`src/cbr_queue.sv`:
```
// ----------------------------------------------------------------------------
// cbr_queue
// Small register FIFO with push/full and pop/empty sides.
// ----------------------------------------------------------------------------
module cbr_queue #(
   parameter int WIDTH = 8,
   parameter int DEPTH = 4
) (
   input  logic             clock,
   input  logic             reset,
   input  logic             push,
   input  logic [WIDTH-1:0] push_data,
   output logic             full,
   input  logic             pop,
   output logic [WIDTH-1:0] pop_data,
   output logic             empty
);

   localparam int AW = (DEPTH > 1) ? $clog2(DEPTH) : 1;
   localparam int CW = $clog2(DEPTH + 1);

   logic [WIDTH-1:0] slot_ff [DEPTH];
   logic [AW-1:0]    wr_ptr_ff, wr_ptr_in;
   logic [AW-1:0]    rd_ptr_ff, rd_ptr_in;
   logic [CW-1:0]    count_ff, count_in;
   logic             do_push, do_pop;

   function automatic logic [AW-1:0] next_ptr(input logic [AW-1:0] p);
      next_ptr = (p == AW'(DEPTH - 1)) ? '0 : p + AW'(1);
   endfunction

   assign full     = (count_ff == CW'(DEPTH));
   assign empty    = (count_ff == '0);
   assign pop_data = slot_ff[rd_ptr_ff];
   assign do_push  = push && !full;
   assign do_pop   = pop && !empty;

   always_comb begin
      wr_ptr_in = do_push ? next_ptr(wr_ptr_ff) : wr_ptr_ff;
      rd_ptr_in = do_pop ? next_ptr(rd_ptr_ff) : rd_ptr_ff;
      count_in  = count_ff + CW'(do_push) - CW'(do_pop);
   end

   always_ff @(posedge clock) begin
      if (reset) begin
         wr_ptr_ff <= '0;
         rd_ptr_ff <= '0;
         count_ff  <= '0;
      end else begin
         wr_ptr_ff <= wr_ptr_in;
         rd_ptr_ff <= rd_ptr_in;
         count_ff  <= count_in;
      end
   end

   always_ff @(posedge clock) begin
      if (do_push) begin
         slot_ff[wr_ptr_ff] <= push_data;
      end
   end

endmodule

```
`config.mk`:
```
export PLATFORM = sky130hd
export DESIGN_NAME = cbr_queue
export DESIGN_NICKNAME = d
export VERILOG_FILES = /design/src/cbr_queue.sv
export SDC_FILE = /design/constraint.sdc
export NUM_CORES = 1
export LEC_CHECK = 0
export BUFFER_PORTS_ARGS = -buffer_cell sky130_fd_sc_hd__buf_2
export CORE_UTILIZATION = 35
export CTS_CLUSTER_SIZE = 20
export DETAILED_ROUTE_END_ITERATION = 16
export PLACE_DENSITY_LB_ADDON = 0.05
export SLEW_MARGIN = 0
export SYNTH_ARGS = -nofsm -noshare
export SYNTH_HDL_FRONTEND = slang
export SYNTH_SLANG_ARGS = --single-unit
```
`constraint.sdc`:
```
create_clock -name clock -period 5.2 [get_ports clock]
set_input_delay 0.52 -clock clock [delete_from_list [all_inputs] [get_ports clock]]
set_output_delay 0.52 -clock clock [all_outputs]
set_load 0.02 [all_outputs]
```
======== Word level (Yosys, flattened, before mapping) ========
Memories as Yosys holds them, arrays and structs flattened. A register that Yosys moved wholly into a read port is not among the register bits.
Cells that the tools add are included.
W data, S select, Z words.
cells by class
  $add $sub $neg .......................... 4
  eq/ne operators ......................... 3
  multiplexer cells ....................... 6
  reduce and logical (&&, ||, !) cells .... 5
operators with widths
  cell                   count
  $mux W2                4
  $add A2 B1 Y2 const B  2
  $eq A2 B2 Y1 const B   2
  $add A3 B1 Y3          1
  $eq A3 B3 Y1 const B   1
  $logic_not A3 Y1       1
  $sub A3 B1 Y3          1
  $logic_and A1 B1 Y1    2
  $logic_not A1 Y1       2
  $mux W1                2
word-level totals
  flip-flop bits (word level) ............. 7
  bits in writable memories ............... 32
  input port bits ......................... 12
  output and inout port bits .............. 10
  word-level logic and storage cells ...... 22
  memories ................................ 1
memories
  memory   depth  width  rd ports  clocked after memory_dff  wr ports  line  source
  slot_ff  4      8      1         1                         1         22    logic [WIDTH-1:0] slot_ff [DEPTH];

======== Depth between registers and ports, before layout ========
  word-level depth ........................ 5
  depth in mapped cells ................... 11
  depth with buffers taken out ............ 10

======== Worst setup path before layout ========
Ideal clock, no wire load.
  kind .................................... reg-to-reg
  start ................................... register count_ff[2]
  end ..................................... register count_ff[2]
  library setup time ...................... 115 ps
  data arrival time ....................... 2071 ps
  data required time ...................... 5085 ps
  path slack .............................. 3014 ps
  stages on the path, launching flop included .. 12
  path buffers ............................ 1
  clock period less this slack ............ 2186 ps
  cells stage by stage .................... dfxtp_1 > or3b_1 > buf_6 > and2_4 > inv_1 > ha_1 > inv_1 > ha_1 > fa_1 > xnor2_1 > xnor2_1 > nor2_1
between the ends
  longest elaborated chain between the ends .. 5
  elaborated cells between the ends (all ways) .. 8
  classes of those cells .................. 2 x add/sub; 1 x eq/ne; 5 x reduce/logical
RTL lines
  what                    line  source
  start, declared         25    logic [CW-1:0] count_ff, count_in;
  start signal, assigned  52    count_ff <= count_in;
  $eq A3 B3 Y1            32    assign full = (count_ff == CW'(DEPTH));
  $logic_not A1 Y1        35    assign do_push = push && !full;
  $logic_and A1 B1 Y1     35
  $add A3 B1 Y3           41    count_in = count_ff + CW'(do_push) - CW'(do_pop);
  $sub A3 B1 Y3 *         41
Every way passes the cells marked *; elsewhere a longest branch is shown, timed or not.
A chain may end at the register's enable or synchronous reset.

======== Worst setup path after layout ========
Ends and elaborated chain as after synthesis.

==> metrics <==
post-route cell area=0.001874 mm^2; ys async rst share=0%; Required @ worst endpoint=5.38 ns; final antenna-violating net count=0; Worst-Skew Late Latency=0.29 ns; clock tree sinks=41; Final Non-Filler Cells=170; Avg Cell Area, Syn=17.80 um^2; dpl hpwl=1.693 mm; Placer Congestion=0.7259; area leader, netlist=edfxtp_1; grt total ovfl=0; via density per instance=4.671; vias=794; PortBufs=21; setup violators final=0; DR WL/cell=14.59 um; Pwr Density=453.6 mW/mm^2; critical path fanouts, max=9; total core area=0.004414 mm^2; PostCTS Resize Cnt=0; hold-fix buffer count after cts=0; setup TNS=0 ns; Fillers=423; H-tree Lvls=2; Post-synth EDFFs=32; CP endpoint kind=flip-flop; drt pass-1 iters=4; total power=0.8502 mW; Clock Pin Slew Worst Setup and Hold Paths=0.08 ns; IO Count=22; DP Area=0.001788 mm^2; Pleak=0.7079 nW; fraction of layout cells with a size suffix above 1=33.05%; NumNets Final=137; # Post-CTS Setup Buffers=0; max-cap viol count=0; Clock Skew=0.004419 ns; synthesized area=0.001638 mm^2; register bit count reported by yosys=41; status=finished, final reports clean; Worst VDD drop=0.0001704 V; vias in the first global route=772; net count after synthesis=112; Initial Util=37.10%; Achievable Freq=424.7 MHz; GRT Overall Usage=10.96%; crit path launch type=flip-flop; Synth top area share=58.67%; CP Class=reg -> reg; fin util=42.46%; Max clock buf depth=2; YS warnings=0; CTS tree=built; fin crit share=45.28%; chip width=70.41 um; Netlist cell types=25; relative slew slack=62.90%; max-slew violation count=0; Post-Place Cells=162; HP Class=in -> reg; Die Ht=70.41 um; first-pass GRT wire length=3.939 mm; unrepaired setup endpoints after global routing=no; CTS Buf Count=5; post-synthesis sequential area ratio=69.67%; ys flop type=edfxtp_1; crit path DAT=2.53 ns; Tmin final=2.355 ns; largest net degree at the start of global routing=14; drt total wl=2.481 mm; DRT iter0 DRCs=17; Cells after Synth=92; synth top area cells=edfxtp_1 (59%), dfxtp_1 (11%), mux4_2 (11%); worst-margin pin slew=0.5558 ns; final hold violations=0; row count=24; area grow syn2layout=14.44%; Root Driver=clkbuf_8; initial antenna violation count=0; DRC violations left=0; ant diodes=0; die area=0.004957 mm^2
-- worst max-delay path, stage by stage, from the launching register on --
cell and delay [ns]:
dfxtp_1 0.40, or3b_1 0.50, and2_4 0.22, inv_1 0.06, ha_1 0.12, inv_1 0.04, ha_1 0.18, fa_1 0.37
xnor2_1 0.17, xnor2_1 0.13, nor2_1 0.05
-- synthesized netlist by cell type (2+ instances only) --
| library cell | n |
|---|---|
| a21oi_1 | 2 |
| and3_1 | 3 |
| dfxtp_1 | 9 |
| edfxtp_1 | 32 |
| ha_1 | 7 |
| inv_1 | 8 |
| mux4_2 | 8 |
| nand3_1 | 2 |
| nor2_1 | 2 |
| nor2b_1 | 2 |
| nor3_1 | 2 |
| xnor2_1 | 2 |
-- per-layer routing --
layer / share of wire (%) / wire, um / global-route usage [%]
met4: 1.8 / 44 / 4.000
met2: 49 / 1204 / 17.14
met5: 0 / 0 / 0
met3: 5.1 / 126 / 4.906
met1: 45 / 1106 / 13.30
-- sequential cells by signal, indices dropped and copies added (netlist names), named ones only --
signal	cells
slot_ff	32
count_ff	3
rd_ptr_ff	2
wr_ptr_ff	2
-- placed cells by master, fill, tap and decap left out, types with 2 or more instances in the layout --
| cell | count |
|---|---|
| a21oi_1 | 2 |
| and3_1 | 3 |
| buf_2 | 21 |
| clkbuf_8 | 5 |
| dfxtp_1 | 9 |
| edfxtp_1 | 32 |
| ha_1 | 7 |
| inv_1 | 8 |
| mux4_2 | 8 |
| nand3_1 | 2 |
| nor2_1 | 2 |
| nor2b_1 | 2 |
| nor3_1 | 2 |
| xnor2_1 | 2 |
-- layout make-up --
| cell class | instances | area (um^2) | share of cell area (%) |
|---|---|---|---|
| Clock buffer | 5 | 68.82 | 3.672 |
| Clock inverter | 3 | 17.52 | 0.9346 |
| Multi-Input combinational cell | 40 | 446.7 | 23.83 |
| Tap cell | 52 | 65.06 | 3.471 |
| Sequential cell | 41 | 1141 | 60.88 |
| Timing Repair Buffer | 21 | 105.1 | 5.607 |
| Inverter | 8 | 30.03 | 1.602 |
-- path summary, 6_finish.rpt --
path,startpoint,to,slack (ns),depth (start not counted)
max reg2reg,count_ff[2],count_ff[2],2.85,10
max,count_ff[2],count_ff[2],2.85,10
min reg2reg,rd_ptr_ff[0],rd_ptr_ff[0],0.52,2
min,push_data[4],slot_ff[0][4],0.45,1
-- logic make-up (layout without fill, tap and decap cells) --
kind of cell / count (synthesis) / after routing / share of synthesized area (%)
multiplexers: 9 / 9 / 11.61
adder cells (fa/ha/maj): 8 / 8 / 6.570
AND/OR/NAND/NOR: 16 / 16 / 5.730
flip-flops: 41 / 41 / 69.67
buffers and inverters: 11 / 37 / 3.055
AO/OA/AOI/OAI: 5 / 5 / 2.292
XOR/XNOR: 2 / 2 / 1.070
-- power breakdown --
group          internal [mW]  leakage, nW  total, mW  switching, mW
clock network         0.0926       0.0455      0.195          0.102
logic                  0.104        0.295      0.221          0.117
registers              0.399        0.367      0.434         0.0348
-- metrics by stage --
stage / setup slack [ns] / hold slack (ns)
finish: 2.845 / 0.4478
global route: 2.697 / 0.4419
CTS: 2.839 / 0.4356
detailed placement: 2.859 / 0.4832
global placement: 2.887 / 0.4983
floorplan: 3.014 / 0.4559
Power figures use the tool's default switching activity.
