$ cat src/cbr_pkg.sv
// ----------------------------------------------------------------------------
// cbr_pkg
// Shared types and fixed constants of the cover-fit bilinear resampler.
// ----------------------------------------------------------------------------
package cbr_pkg;

   // canvas geometry, fixed by the 10-bit canvas coordinates
   localparam int CANVAS    = 1024;
   localparam int CANVAS_SH = $clog2(CANVAS);
   localparam int SPAN      = 2 * CANVAS;
   localparam int FRAC_W    = $clog2(SPAN);
   localparam int COORD_W   = 10;
   localparam int SIZE_W    = 9;
   localparam int NX_W      = FRAC_W + COORD_W;

   // datapath widths
   localparam int CH_W  = 8;
   localparam int H_W   = CH_W + FRAC_W;
   localparam int V_W   = H_W + FRAC_W;
   localparam int P_W   = 2 * V_W;
   localparam int U_W   = 32;
   localparam int OUT_W = 16;
   localparam int Q_W   = OUT_W + 1;
   localparam int E_W   = U_W + Q_W;
   localparam int F_W   = Q_W + OUT_W;

   // result = floor((v_c * v_a + 255^2 * 2^(DIV_SH-1)) / (255^2 * 2^DIV_SH))
   localparam int DIV_SH = 4 * FRAC_W - OUT_W;
   localparam logic [OUT_W-1:0] FULL_SQ    = OUT_W'(65025);
   localparam logic [P_W:0]     ROUND_BIAS = (P_W + 1)'(65025) << (DIV_SH - 1);
   // floor(2^32 / 65025), quotient estimate is low by at most one
   localparam logic [Q_W-1:0]   RECIP      = Q_W'(66051);
   localparam logic [Q_W-1:0]   SAT_MAX    = Q_W'(65535);

   // queues
   localparam int OPQ_DEPTH = 4;
   localparam int RSP_DEPTH = 16;
   localparam int RSV_W     = $clog2(RSP_DEPTH + 1);

   // register port
   localparam int CSR_IDX_W  = 1;
   localparam int CSR_DATA_W = SIZE_W;

   typedef enum logic {
      KIND_WRITE = 1'b0,
      KIND_READ  = 1'b1
   } cbr_kind_type;

   typedef enum logic [CSR_IDX_W-1:0] {
      CSR_SRC_WIDTH  = 1'b0,
      CSR_SRC_HEIGHT = 1'b1
   } cbr_csr_type;

   typedef struct packed {
      logic                kind;
      logic [CH_W-1:0]     src_col;
      logic [CH_W-1:0]     src_row;
      logic [CH_W-1:0]     red_in;
      logic [CH_W-1:0]     green_in;
      logic [CH_W-1:0]     blue_in;
      logic [CH_W-1:0]     alpha_in;
      logic [COORD_W-1:0]  out_col;
      logic [COORD_W-1:0]  out_row;
   } cbr_req_type;

   typedef struct packed {
      logic [OUT_W-1:0] red_out;
      logic [OUT_W-1:0] green_out;
      logic [OUT_W-1:0] blue_out;
   } cbr_rsp_type;

   // stored word: red in the low byte, alpha in the high byte
   typedef struct packed {
      logic [CH_W-1:0] alpha;
      logic [CH_W-1:0] blue;
      logic [CH_W-1:0] green;
      logic [CH_W-1:0] red;
   } cbr_pixel_type;

   // effective source size
   typedef struct packed {
      logic [SIZE_W-1:0] w;
      logic [SIZE_W-1:0] h;
   } cbr_geom_type;

   // classified operation passed from front to back
   typedef struct packed {
      logic                kind;
      logic [NX_W-1:0]     nx;
      logic [NX_W-1:0]     ny;
      logic [CH_W-1:0]     col;
      logic [CH_W-1:0]     row;
      cbr_pixel_type       pix;
   } cbr_op_type;

endpackage

$ cat src/cbr_front.sv
// ----------------------------------------------------------------------------
// cbr_front
// Size registers, item classification and cover-fit source mapping.
// ----------------------------------------------------------------------------
module cbr_front import cbr_pkg::*; #(
   parameter int MAX_WIDTH  = 256,
   parameter int MAX_HEIGHT = 256
) (
   input  logic                  clock,
   input  logic                  reset,
   input  logic                  csr_valid,
   input  logic [CSR_IDX_W-1:0]  csr_index,
   input  logic [CSR_DATA_W-1:0] csr_data,
   input  logic                  req_push,
   input  logic                  req_full,
   input  cbr_req_type           req_data,
   output logic                  opq_push,
   output cbr_op_type            opq_op,
   output cbr_geom_type          geom
);

   localparam int W_CAP = (MAX_WIDTH < 511) ? MAX_WIDTH : 511;
   localparam int H_CAP = (MAX_HEIGHT < 511) ? MAX_HEIGHT : 511;
   localparam int W_RST = (MAX_WIDTH < 256) ? MAX_WIDTH : 256;
   localparam int H_RST = (MAX_HEIGHT < 256) ? MAX_HEIGHT : 256;
   localparam int M_RST = (W_RST < H_RST) ? W_RST : H_RST;

   logic [SIZE_W-1:0] w_ff, w_in;
   logic [SIZE_W-1:0] h_ff, h_in;
   logic [SIZE_W-1:0] m_ff, m_in;
   logic [SIZE_W-1:0] dx_ff, dx_in;
   logic [SIZE_W-1:0] dy_ff, dy_in;
   logic              accept, in_store;
   logic [NX_W-2:0]   prod_x, prod_y;

   function automatic logic [SIZE_W-1:0] eff_size(input logic [SIZE_W-1:0] v,
                                                   input logic [SIZE_W-1:0] cap);
      if (v == '0) begin
         eff_size = SIZE_W'(1);
      end else if (v > cap) begin
         eff_size = cap;
      end else begin
         eff_size = v;
      end
   endfunction

   // offsets are kept ready so a request right after a write sees them
   always_comb begin
      w_in = w_ff;
      h_in = h_ff;
      if (csr_valid) begin
         case (csr_index)
            CSR_SRC_WIDTH:  w_in = eff_size(csr_data, SIZE_W'(W_CAP));
            CSR_SRC_HEIGHT: h_in = eff_size(csr_data, SIZE_W'(H_CAP));
            default: ;
         endcase
      end
      m_in  = (w_in < h_in) ? w_in : h_in;
      dx_in = w_in - m_in;
      dy_in = h_in - m_in;
   end

   always_ff @(posedge clock) begin
      if (reset) begin
         w_ff  <= SIZE_W'(W_RST);
         h_ff  <= SIZE_W'(H_RST);
         m_ff  <= SIZE_W'(M_RST);
         dx_ff <= SIZE_W'(W_RST - M_RST);
         dy_ff <= SIZE_W'(H_RST - M_RST);
      end else begin
         w_ff  <= w_in;
         h_ff  <= h_in;
         m_ff  <= m_in;
         dx_ff <= dx_in;
         dy_ff <= dy_in;
      end
   end

   assign geom.w = w_ff;
   assign geom.h = h_ff;

   assign accept   = req_push && !req_full;
   assign in_store = (int'(req_data.src_col) < MAX_WIDTH) &&
                     (int'(req_data.src_row) < MAX_HEIGHT);
   // writes outside the store are dropped here
   assign opq_push = accept && ((req_data.kind == KIND_READ) || in_store);

   assign prod_x = (NX_W - 1)'({req_data.out_col, 1'b0}) * (NX_W - 1)'(m_ff);
   assign prod_y = (NX_W - 1)'({req_data.out_row, 1'b0}) * (NX_W - 1)'(m_ff);

   always_comb begin
      opq_op.kind      = req_data.kind;
      opq_op.nx        = NX_W'(prod_x) + (NX_W'(dx_ff) << CANVAS_SH);
      opq_op.ny        = NX_W'(prod_y) + (NX_W'(dy_ff) << CANVAS_SH);
      opq_op.col       = req_data.src_col;
      opq_op.row       = req_data.src_row;
      opq_op.pix.red   = req_data.red_in;
      opq_op.pix.green = req_data.green_in;
      opq_op.pix.blue  = req_data.blue_in;
      opq_op.pix.alpha = req_data.alpha_in;
   end

endmodule

$ cat config.mk
export PLATFORM = sky130hd
export DESIGN_NAME = cbr_front
export DESIGN_NICKNAME = d
export VERILOG_FILES = /design/src/cbr_pkg.sv /design/src/cbr_front.sv
export SDC_FILE = /design/constraint.sdc
export NUM_CORES = 1
export LEC_CHECK = 0
export BUFFER_PORTS_ARGS = -buffer_cell sky130_fd_sc_hd__buf_4
export CAP_MARGIN = 20
export CORE_UTILIZATION = 62
export CTS_CLUSTER_DIAMETER = 150
export CTS_CLUSTER_SIZE = 10
export DETAILED_ROUTE_END_ITERATION = 10
export PLACE_DENSITY_LB_ADDON = 0.1
export SLEW_MARGIN = 20
export SYNTH_ARGS = -nofsm -noshare
export SYNTH_HDL_FRONTEND = slang
export SYNTH_SLANG_ARGS = --single-unit
$ cat constraint.sdc
create_clock -name clock -period 13.5 [get_ports clock]
set_clock_uncertainty 0.15 [all_clocks]
set_input_delay 1.35 -clock clock [delete_from_list [all_inputs] [get_ports clock]]
set_output_delay 1.35 -clock clock [all_outputs]
set_load 0.01 [all_outputs]
## Word-level counts from Yosys, hierarchy flattened

Cells that the tools add are included.

- Output and inout bits: 110
- Flip-flop bits (word level): 45

- Multiplexer cells: 7
- Reductions and logical operators: 3
- Magnitude comparators: 2
- Multiply operators: 2
- Add/sub/neg operators: 4

Operators with widths:

| cell | number |
|---|---|
| $mux 9 | 7 |
| $add 20x19->21 | 2 |
| $mul 10x9->19 | 2 |
| $sub 9x9->9 | 2 |
| $gt 9x9->1 const B | 1 |
| $logic_not 9->1 | 1 |
| $lt 9x9->1 | 1 |
| $logic_and 1x1->1 | 1 |
| $logic_not 1->1 | 1 |

## Longest topological paths before layout

Gate-level depths: netlist of the first run.

- Depth after elaboration: 8
- Gate-level depth with buffers: 24
- Depth with buffers taken out: 22

## Worst setup path after synthesis of the first run

No wires, ideal clock.

- Path kind: input to output
- From: input req_data[17] (netlist name)
- To: output opq_op[87] (netlist name)
- Stages on the path: 23
- Path slack: 5.636 ns
- Arrival: 6.364 ns
- Path buffers: 1
- Required time: 12.000 ns
- Cell sequence: clkbuf_1 nand2_1 fa_1 inv_1 fa_1 inv_1 fa_1 fa_1 inv_1 ha_1 o21ai_0 nor2_1 o31a_1 or2_2 a21oi_1 xnor2_1 ha_1 a21o_1 a21o_1 a21o_1 nand4_1 nand3_1 xnor2_1

RTL lines:

| element | line | RTL |
|---|---|---|
| start, declared | cbr_front.sv:16 | `input cbr_req_type req_data,` |
| end, declared | cbr_front.sv:18 | `output cbr_op_type opq_op,` |

==> results.json, run 1 <==
{
  "final_layout_size_suffix_gt1_share_pct": 10.3,
  "crit_required_ns": 12.00,
  "placed_area_um2": 9850,
  "rows": 44,
  "diodes": 0,
  "synthCells": 1145,
  "dieWidth_um": 126,
  "grt_pass1_vias": 7400,
  "drt_wl_total_um": 19700,
  "cp-start-kind": "input pin",
  "start_util_pct": 64.4,
  "finalWorstSetupSlack_ns": 5.13,
  "final_max_slew_viol_count": 0,
  "grt_start_max_net_pins": 38,
  "endpoint_kind": "primary output",
  "synth-xor-area-share_pct": 4.05,
  "die-area_um2": 15800,
  "synth_top_family_by_area": "adder cells",
  "drc": 9,
  "synthesis.area_um2": 9460,
  "clk_pin_slew_ns": 0.06,
  "ant_nets": 0,
  "min_period_over_period_pct": 62.0,
  "setup.worst_path.class": "input pin to primary output",
  "ir_drop_uv": 121,
  "cts_setup_buffers": 0,
  "nets": 1480,
  "clock-sinks": 45,
  "failed_checks": "DRC",
  "synth_flop_cell": "dfxtp_1",
  "port_buffers": 93,
  "powerDensity_nw_per_um2": 93.3,
  "clockRootBuffer": "clkbuf_16",
  "dp_hpwl_um": 16000,
  "synth_compound_area_share_pct": 10.3,
  "arrival_ns": 6.87,
  "yosys.area.top_type_share_pct": 25.0,
  "antenna_found_initial": 0,
  "ys_types": 51,
  "status": "complete, but fails checks",
  "grt_pass1_wl_um": 34600,
  "worstMarginPinSlew_ns": 0.816,
  "clk_latency_ns": 0.29,
  "seq_area_frac_synth_pct": 9.52,
  "io_pins": 194,
  "yosys_warnings": 0,
  "avgSynthCellArea_um2": 8.26,
  "wl_per_cell_um": 14.7,
  "yosys.area_share.simple_pct": 18.2,
  "synthAdderAreaFrac_pct": 41.4,
  "cts_tree": "built",
  "track_usage_pct": 26.9,
  "cts_made_buffers": 5,
  "die_h_um": 126,
  "preCtsSetupSlack_ns": 5.19,
  "final.setup.tns_ns": 0,
  "leakage_nw": 5.41,
  "synth_edf_count": 0,
  "synth_mux_area_share_pct": 2.95,
  "coreArea_um2": 14700,
  "fmax_ghz": 0.120,
  "postCtsHoldBufs": 0,
  "rsz0062_at_grt": "no",
  "synth_seq_cells": 45,
  "routed_via_density": 5.59,
  "period_needed_ns": 8.37,
  "vias": 7488,
  "worstPathMaxFanout": 9,
  "cts_max_path_buffers": 2,
  "gr-total-overflow": 0,
  "syn_to_final_growth_pct": 5.65,
  "synth_area_leaders": "fa_1 (25%), ha_1 (16%), dfxtp_1 (9.5%), inv_1 (7.7%), and2_1 (5.8%)",
  "h-tree-depth": 2,
  "globalplace.congestion": 0.919,
  "fin_area_um2": 9990,
  "finalSetupViolCount": 0,
  "synth_area_leader_cell": "fa_1",
  "async_flop_share_pct": 0,
  "drv_cap": 0,
  "max-slew-margin-rel_pct": 45.5,
  "hold_path_class": "flip-flop to flip-flop",
  "hold_viol": 0,
  "drtIter0Drc": 313,
  "cts_resized": 0,
  "dr.pass1.iters": 8
}
==> kinds of logic (layout without fill, tap and decap cells) <==
| family | Yosys count | count (layout) |
|---|---|---|
| other | 1 | 2 |
| buffers and inverters | 288 | 297 |
| muxes | 26 | 26 |
| DFF | 45 | 45 |
| adders and majority gates | 242 | 242 |
| AOI/OAI and AO/OA | 151 | 151 |
| xor gates and xnor gates | 42 | 42 |
| and+or+nand+nor | 350 | 350 |
==> where the power goes <==
group	total [mW]	internal, mW	switching [mW]
clock network	0.119	0.0679	0.0516
logic	0.648	0.304	0.345
registers	0.165	0.148	0.0171
==> state kept, by name, summed over array words and instances, names as in the netlist <==
name   count
dx_ff      9
m_ff       9
w_ff       9
dy_ff      9
h_ff       9
==> layout by cell type, fill, tap and decap left out, types with 4 or more instances in the layout <==
cell type,instances
nand2b_1,14
mux2i_1,14
o21ai_0,21
o211ai_1,8
clkbuf_16,5
fa_1,118
o21a_1,13
nand4_1,5
xor2_1,20
buf_4,94
nor3_1,22
nor2_1,69
nor2b_1,11
nand2_1,109
and2_1,88
ha_1,124
nand3_1,10
a211oi_1,8
a31oi_1,4
a21oi_1,53
mux2_2,11
a21o_1,20
o21bai_1,4
or3_1,6
dfxtp_1,45
inv_1,195
xnor2_1,21
==> cells in the mapped netlist (8+ instances only) <==
cell and number:
nand2_1 109, o211ai_1 8, and2_1 88, xor2_1 20, nor2_1 69, dfxtp_1 45, nand2b_1 14, nor2b_1 11
xnor2_1 21, o21ai_0 21, mux2i_1 14, o21a_1 13, inv_1 195, nor3_1 22, a21oi_1 53, nand3_1 10
buf_4 51, ha_1 124, fa_1 118, a21o_1 20, a211oi_1 8, mux2_2 11, clkbuf_1 39
==> path summary, 6_finish.rpt <==
| kind | from | to | slack, ns | depth (start not counted) |
|---|---|---|---|---|
| max | req_data[3] | opq_op[68] | 5.13 | 24 |
| min | w_ff[5] | w_ff[5] | 0.41 | 2 |
| max reg2reg | w_ff[1] | dy_ff[8] | 8.99 | 17 |
| min reg2reg | w_ff[5] | w_ff[5] | 0.41 | 2 |
==> metal layers <==
| metal | track usage (%) | vias up | part of all wire [%] |
|---|---|---|---|
| met5 | 0 | - | 0 |
| met4 | 9.33 | 0 | 2.8 |
| met3 | 1.75 | 57 | 4.1 |
| met2 | 46.7 | 186 | 49 |
| met1 | 35.5 | 3627 | 44 |
| li1 | - | 3618 | - |
==> area by class of cell <==
type	count	area [um^2]
clock buffer	5	125
clock inverter	3	17.5
fill	1262	4710
inverter	195	732
multi-input combinational	813	7280
sequential	45	901
tap	184	230
timing repair buffer	94	706
==> worst max-delay path, cell delays in order <==
cell       delay (ns)
buf_4            0.14
and2_1           0.17
fa_1             0.53
inv_1            0.05
fa_1             0.48
inv_1            0.06
fa_1             0.53
inv_1            0.05
fa_1             0.53
inv_1            0.04
ha_1             0.35
a21oi_1          0.14
nor2b_1          0.07
nor4_1           0.48
o31ai_1          0.24
a2111oi_0        0.40
nand4b_1         0.19
ha_1             0.24
a21o_1           0.17
a31oi_1          0.12
o21ai_0          0.14
a21oi_1          0.19
a21oi_1          0.06
buf_4            0.15
==> through the flow <==
step	hold WS, ns	power, mW	instances	util, %
finish	0.412	0.933	1339	68.0
global route	0.472	1.02	1339	68.0
CTS	0.411	0.940	1339	68.0
detailed placement	0.390	0.818	1331	67.0
global placement	0.388	0.808	1331	67.0
floorplan	0.420	0.629	1146	-
No activity file was read; power rests on OpenSTA's default activity.
==> run 2: changes to the inputs <==
- CORE_UTILIZATION: 62 -> 58
- clock period: 13.5 -> 7.7 ns (I/O delays scaled with it)
==> run 2 against run 1 <==
The flow now finishes without violations. Combinational power up 76%. Cell area up 0.66%. Register-to-register slack worse by 5.8 ns. Clock power up 70%. Power up 75%. Worst hold slack better by 0.013 ns. Sequential cell count unchanged.
==> results.json, run 2 (synthesis gave the netlist of run 1 again) <==
{
  "min_period_over_period_pct": 92.9,
  "fmax_ghz": 0.140,
  "final_max_slew_viol_count": 0,
  "layout_common_cells": "inv_1 (195), ha_1 (124), fa_1 (118)",
  "vias": 7357,
  "arrival_ns": 6.24,
  "antenna_found_initial": 0,
  "wl_per_cell_um": 14.4,
  "path_cells": "and2_1 -> fa_1 -> inv_1 -> fa_1 -> inv_1 -> fa_1 -> inv_1 -> fa_1 -> inv_1 -> ha_1 -> a21oi_1 -> nor2b_1 -> nor4_1 -> o31ai_1 -> a2111oi_0 -> nand4b_1 -> ha_1 -> a21o_1 -> a31oi_1 -> o21ai_0 -> a21oi_1 -> a21oi_1 -> buf_4",
  "ant_nets": 0,
  "syn_to_final_growth_pct": 6.35,
  "setup.worst_path.class": "flip-flop to primary output",
  "hold_viol": 0,
  "dieWidth_um": 130,
  "dp_hpwl_um": 16300,
  "endpoint_kind": "primary output",
  "rsz0062_at_grt": "no",
  "cp-start-kind": "flip-flop",
  "h-tree-depth": 2,
  "place_inst": 1367,
  "die_h_um": 130,
  "start_util_pct": 59.5,
  "io_pins": 194,
  "clockPowerShare_pct": 12.4,
  "powerDensity_nw_per_um2": 162,
  "final_common_cell": "inv_1",
  "routed_via_density": 5.35,
  "min_path_cells": 2,
  "worstPathMaxFanout": 20,
  "gr-total-overflow": 0,
  "status": "finished, final reports clean",
  "clk_latency_ns": 0.28,
  "coreArea_um2": 15900,
  "diodes": 0,
  "cp_num_cells": 23,
  "worstMarginPinSlew_ns": 0.714,
  "slowest_stage": "dfxtp_1",
  "internal-power_mw": 0.915,
  "grt_start_max_net_pins": 38,
  "clockRootBuffer": "clkbuf_16",
  "clock-sinks": 45,
  "finalNonFillerCells": 1375,
  "period_needed_ns": 7.16,
  "globalplace.congestion": 0.933,
  "postCtsHoldBufs": 0,
  "dr.pass1.iters": 5,
  "r2r_end": "dy_ff[7]",
  "drv_cap": 0,
  "track_usage_pct": 25.2,
  "combPwrFrac_pct": 70.1,
  "drtIter0Drc": 305,
  "grt_pass1_vias": 7213,
  "ir_drop_uv": 140,
  "cts_made_buffers": 5,
  "fin_area_um2": 10100,
  "placed_area_um2": 9920,
  "port_buffers": 93,
  "max-slew-margin-rel_pct": 52.3,
  "fin_util_pct": 63.3,
  "whs_endpoint": "w_ff[7]",
  "r2r_start": "w_ff[2]",
  "leakage_nw": 5.42,
  "grt_pass1_wl_um": 33800,
  "slowest_delay_ns": 0.54,
  "drt_wl_total_um": 19800,
  "die-area_um2": 16800,
  "path_buf_inv": 5,
  "holdCritStartpoint": "w_ff[7]",
  "hold_slack_ns": 0.425,
  "nets": 1484,
  "final.setup.tns_ns": 0,
  "cts_tree": "built",
  "finalSetupViolCount": 0,
  "ff2ff_setup_slack_ns": 3.22,
  "hold_path_class": "flip-flop to flip-flop",
  "rows": 46,
  "clk_pin_slew_ns": 0.06,
  "drc": 0,
  "swShare_pct": 43.9,
  "power_switching_mw": 0.716,
  "seq_power_share_pct": 17.5,
  "final_layout_size_suffix_gt1_share_pct": 10.5,
  "cts_max_path_buffers": 2,
  "r2r_cells": 16,
  "path_delay_family": "adder cells",
  "crit_required_ns": 6.78
}
-- run 2: worst register-to-register path, cell delays in order (launching register included) --
cell     delay (ns)
dfxtp_1        0.32
a21oi_1        0.20
inv_1          0.13
ha_1           0.31
a21o_1         0.16
a21o_1         0.16
a21oi_1        0.14
o21ai_0        0.16
nor2_2         0.46
mux2i_1        0.49
ha_1           0.32
nor2b_1        0.13
o21ai_0        0.22
a21oi_1        0.13
o21a_1         0.22
o41ai_1        0.30
mux2_2         0.38
-- run 2: routing by layer --
metal  vias to the layer above  GRT usage (%)  wire [um]
met5                         -              0          0
met4                         0           5.27        281
met3                        30           1.60        738
met2                       173           44.3       9630
met1                      3541           34.2       9120
li1                       3613              -          -
-- run 2: power groups by stage --
stage | clock [mW] | combinational (mW) | sequential (mW)
global route | 0.215 | 1.29 | 0.290
finish | 0.202 | 1.14 | 0.286
CTS | 0.207 | 1.15 | 0.286
global placement | 0 | 1.13 | 0.292
detailed placement | 0 | 1.14 | 0.291
floorplan | 0 | 0.828 | 0.275
-- run 2: worst max-delay path by stage --
| stage | startpoint | to | slack (ns) |
|---|---|---|---|
| floorplan | req_data[17] | opq_op[87] | 1.0 |
| global placement | req_data[3] | opq_op[68] | 0.60 |
| detailed placement | req_data[3] | opq_op[68] | 0.54 |
| CTS | m_ff[0] | opq_op[67] | 0.35 |
| global route | m_ff[5] | opq_op[68] | 0.04 |
| finish | m_ff[5] | opq_op[68] | 0.54 |
-- run 2: what timing repair did --
item,4_1_cts,5_1_grt
endpoints found under the setup margin,0,2
gates resized for setup,0,2
setup buffers,0,0
-- run 2: metrics by stage --
stage / total power, mW / worst slack, ns
4_1_cts: 1.64 / 0.350
3_5_place_dp: 1.44 / 0.537
5_1_grt: 1.80 / 0.0385
6_report: 1.63 / 0.543
2_1_floorplan: 1.10 / 0.996
3_3_place_gp: 1.42 / 0.595
-- run 2: layout make-up --
class                   count  area [um^2]
inverters                 195          732
multi-input cells         813         7280
repair buffers             98          736
flip-flops and latches     45          903
fillers                  1474         5830
well taps                 216          270
clock buffers               8          136
==> run 3: changes to the inputs <==
- CORE_MARGIN: default -> 1.5
- CORE_UTILIZATION: 58 -> 52
- clock period: 7.7 -> 5.9 ns (I/O delays scaled with it)
==> run 3 against run 2 <==
The run now ends with setup timing left. Clock power rose by 29%. Largest power group unchanged. Non-clock buffer count rose by 145. Global-route usage fell by 1.2 points. Critical endpoint is now opq_op[88].
==> results.json, run 3 (synthesis gave the netlist of run 1 again) <==
{
  "drt_wl_total_um": 22000,
  "dp_hpwl_um": 18000,
  "clk_latency_ns": 0.28,
  "worstSetupEndpoint": "opq_op[88]",
  "clockRootBuffer": "clkbuf_16",
  "cts_made_buffers": 5,
  "failed_checks": "setup timing",
  "slowest_stage": "fa_1",
  "power.total_mw": 2.59,
  "leakage_nw": 6.29,
  "track_usage_pct": 24.0,
  "r2r_start": "w_ff[6]",
  "endpoint_kind": "primary output",
  "slowest_delay_ns": 0.52,
  "use_met3_pct": 1.79,
  "seq_power_share_pct": 14.1,
  "ant_nets": 0,
  "grt.met1_usage_pct": 32.0,
  "worstPathMaxFanout": 6,
  "final_layout_size_suffix_gt1_share_pct": 27.3,
  "start_util_pct": 52.8,
  "io_pins": 194,
  "syn_to_final_growth_pct": 24.7,
  "wl_per_cell_um": 14.4,
  "postCtsHoldBufs": 0,
  "status": "complete, but fails checks",
  "combPwrFrac_pct": 75.8,
  "hold_path_class": "flip-flop to flip-flop",
  "path_delay_family": "adder cells",
  "drtIter0Drc": 269,
  "crit_start": "req_data[14]",
  "h-tree-depth": 2,
  "vias": 7918,
  "grt_pass1_vias": 7931,
  "grt_start_max_net_pins": 38,
  "setup.worst_path.class": "input pin to primary output",
  "nets": 1629,
  "max-slew-margin-rel_pct": 51.1,
  "antenna_found_initial": 0,
  "met2_usage_pct": 42.4,
  "min_period_over_period_pct": 107,
  "grt_pass1_wl_um": 36500,
  "cp_num_cells": 21,
  "layout_common_cells": "buf_4 (221), inv_1 (184), fa_1 (117)",
  "die-area_um2": 19000,
  "rows": 49,
  "period_needed_ns": 6.31,
  "dieWidth_um": 138,
  "port_buffers": 93,
  "path_cells": "buf_4 -> buf_4 -> buf_4 -> and2_1 -> fa_1 -> inv_1 -> fa_1 -> inv_1 -> fa_1 -> fa_1 -> ha_1 -> a2111o_1 -> o21ai_0 -> nand2_1 -> xor2_1 -> ha_1 -> or3_1 -> o211ai_1 -> o21ai_1 -> xor2_1 -> buf_4",
  "drc": 0,
  "clk_pin_slew_ns": 0.06,
  "drv_cap": 0,
  "ff2ff_setup_slack_ns": 1.46,
  "die_h_um": 138,
  "routed_via_density": 5.17,
  "final_common_cell": "buf_4",
  "fill_cells": 1582,
  "final_max_slew_viol_count": 0,
  "diodes": 0,
  "cts_max_path_buffers": 2,
  "path_buf_inv": 6,
  "powerDensity_nw_per_um2": 219,
  "dr.pass1.iters": 5,
  "ir_drop_uv": 199,
  "internal-power_mw": 1.51,
  "coreArea_um2": 17900,
  "worstMarginPinSlew_ns": 0.734,
  "multi_input_area_um2": 7800,
  "crit_required_ns": 5.16,
  "finalSetupViolCount": 14,
  "rsz0062_at_grt": "yes",
  "top_usage_layer": "met2",
  "clock-sinks": 45,
  "power_switching_mw": 1.08,
  "arrival_ns": 5.57,
  "swShare_pct": 41.9,
  "hold_slack_ns": 0.417,
  "r2r_end": "dy_ff[8]",
  "gr-total-overflow": 0,
  "cts_tree": "built",
  "finalWorstSetupSlack_ns": -0.411,
  "globalplace.congestion": 0.903,
  "clockPowerShare_pct": 10.0,
  "cp-start-kind": "input pin",
  "regArea_um2": 927,
  "hold_viol": 0,
  "fmax_ghz": 0.158,
  "r2r_cells": 17
}
[run 3: cell count changes in the layout (fill, tap and decap cells not counted), sizes merged]
cell,change
clkinv,+1
buf,+145
clkbuf,-3
[run 3: what timing repair did]
item / CTS / global route
setup buffers: 19 / 4
setup endpoints to repair: 19 / 16
pin swaps: 53 / 39
gates resized for setup: 81 / 33
[run 3: area by class of cell]
cell class / count / share of cell area (%)
clock inverter: 1 / 0.0424
multi-input combinational: 813 / 66.1
sequential: 45 / 7.86
inverter: 195 / 6.20
tap: 229 / 2.43
clock buffer: 5 / 1.06
timing repair buffer: 243 / 16.3
[run 3: how the worst min path moves through the flow]
stage	startpoint	slack, ns	cells after the start	end
6_report	w_ff[7]	0.42	2	w_ff[7]
5_1_grt	w_ff[7]	0.46	2	w_ff[7]
3_5_place_dp	w_ff[5]	0.40	2	w_ff[5]
2_1_floorplan	w_ff[2]	0.42	2	w_ff[2]
3_3_place_gp	w_ff[4]	0.39	2	w_ff[4]
4_1_cts	w_ff[5]	0.42	2	w_ff[5]
[run 3: power by group through the flow]
| stage | registers [mW] | clock network [mW] | logic, mW |
|---|---|---|---|
| detailed placement | 0.374 | 0 | 1.78 |
| CTS | 0.366 | 0.265 | 1.92 |
| global route | 0.370 | 0.272 | 2.19 |
| floorplan | 0.359 | 0 | 1.14 |
| finish | 0.366 | 0.260 | 1.96 |
| global placement | 0.374 | 0 | 1.75 |
[run 3: stage by stage]
| stage | TNS [ns] | worst slack (ns) | instance area [um^2] | std cells | utilization [%] |
|---|---|---|---|---|---|
| global placement | -5.63 | -0.550 | 11000 | 1502 | 61.4 |
| global route | -6.90 | -0.646 | 11800 | 1531 | 65.9 |
| finish | -3.81 | -0.411 | 11800 | 1531 | 65.9 |
| floorplan | -0.486 | -0.156 | 9670 | 1146 | - |
| detailed placement | -6.09 | -0.641 | 11000 | 1502 | 61.4 |
| CTS | -3.92 | -0.451 | 11600 | 1527 | 64.9 |
[run 3: layer usage]
metal	vias up	part of all wire, %
li1	3904	-
met1	3796	45
met2	178	49
met3	40	4.0
met4	0	2.1
met5	-	0
[run 3: worst min-delay path, stage by stage, from the launching register on]
cell and delay [ns]:
dfxtp_1 0.33, a21oi_1 0.08, nor2_1 0.11
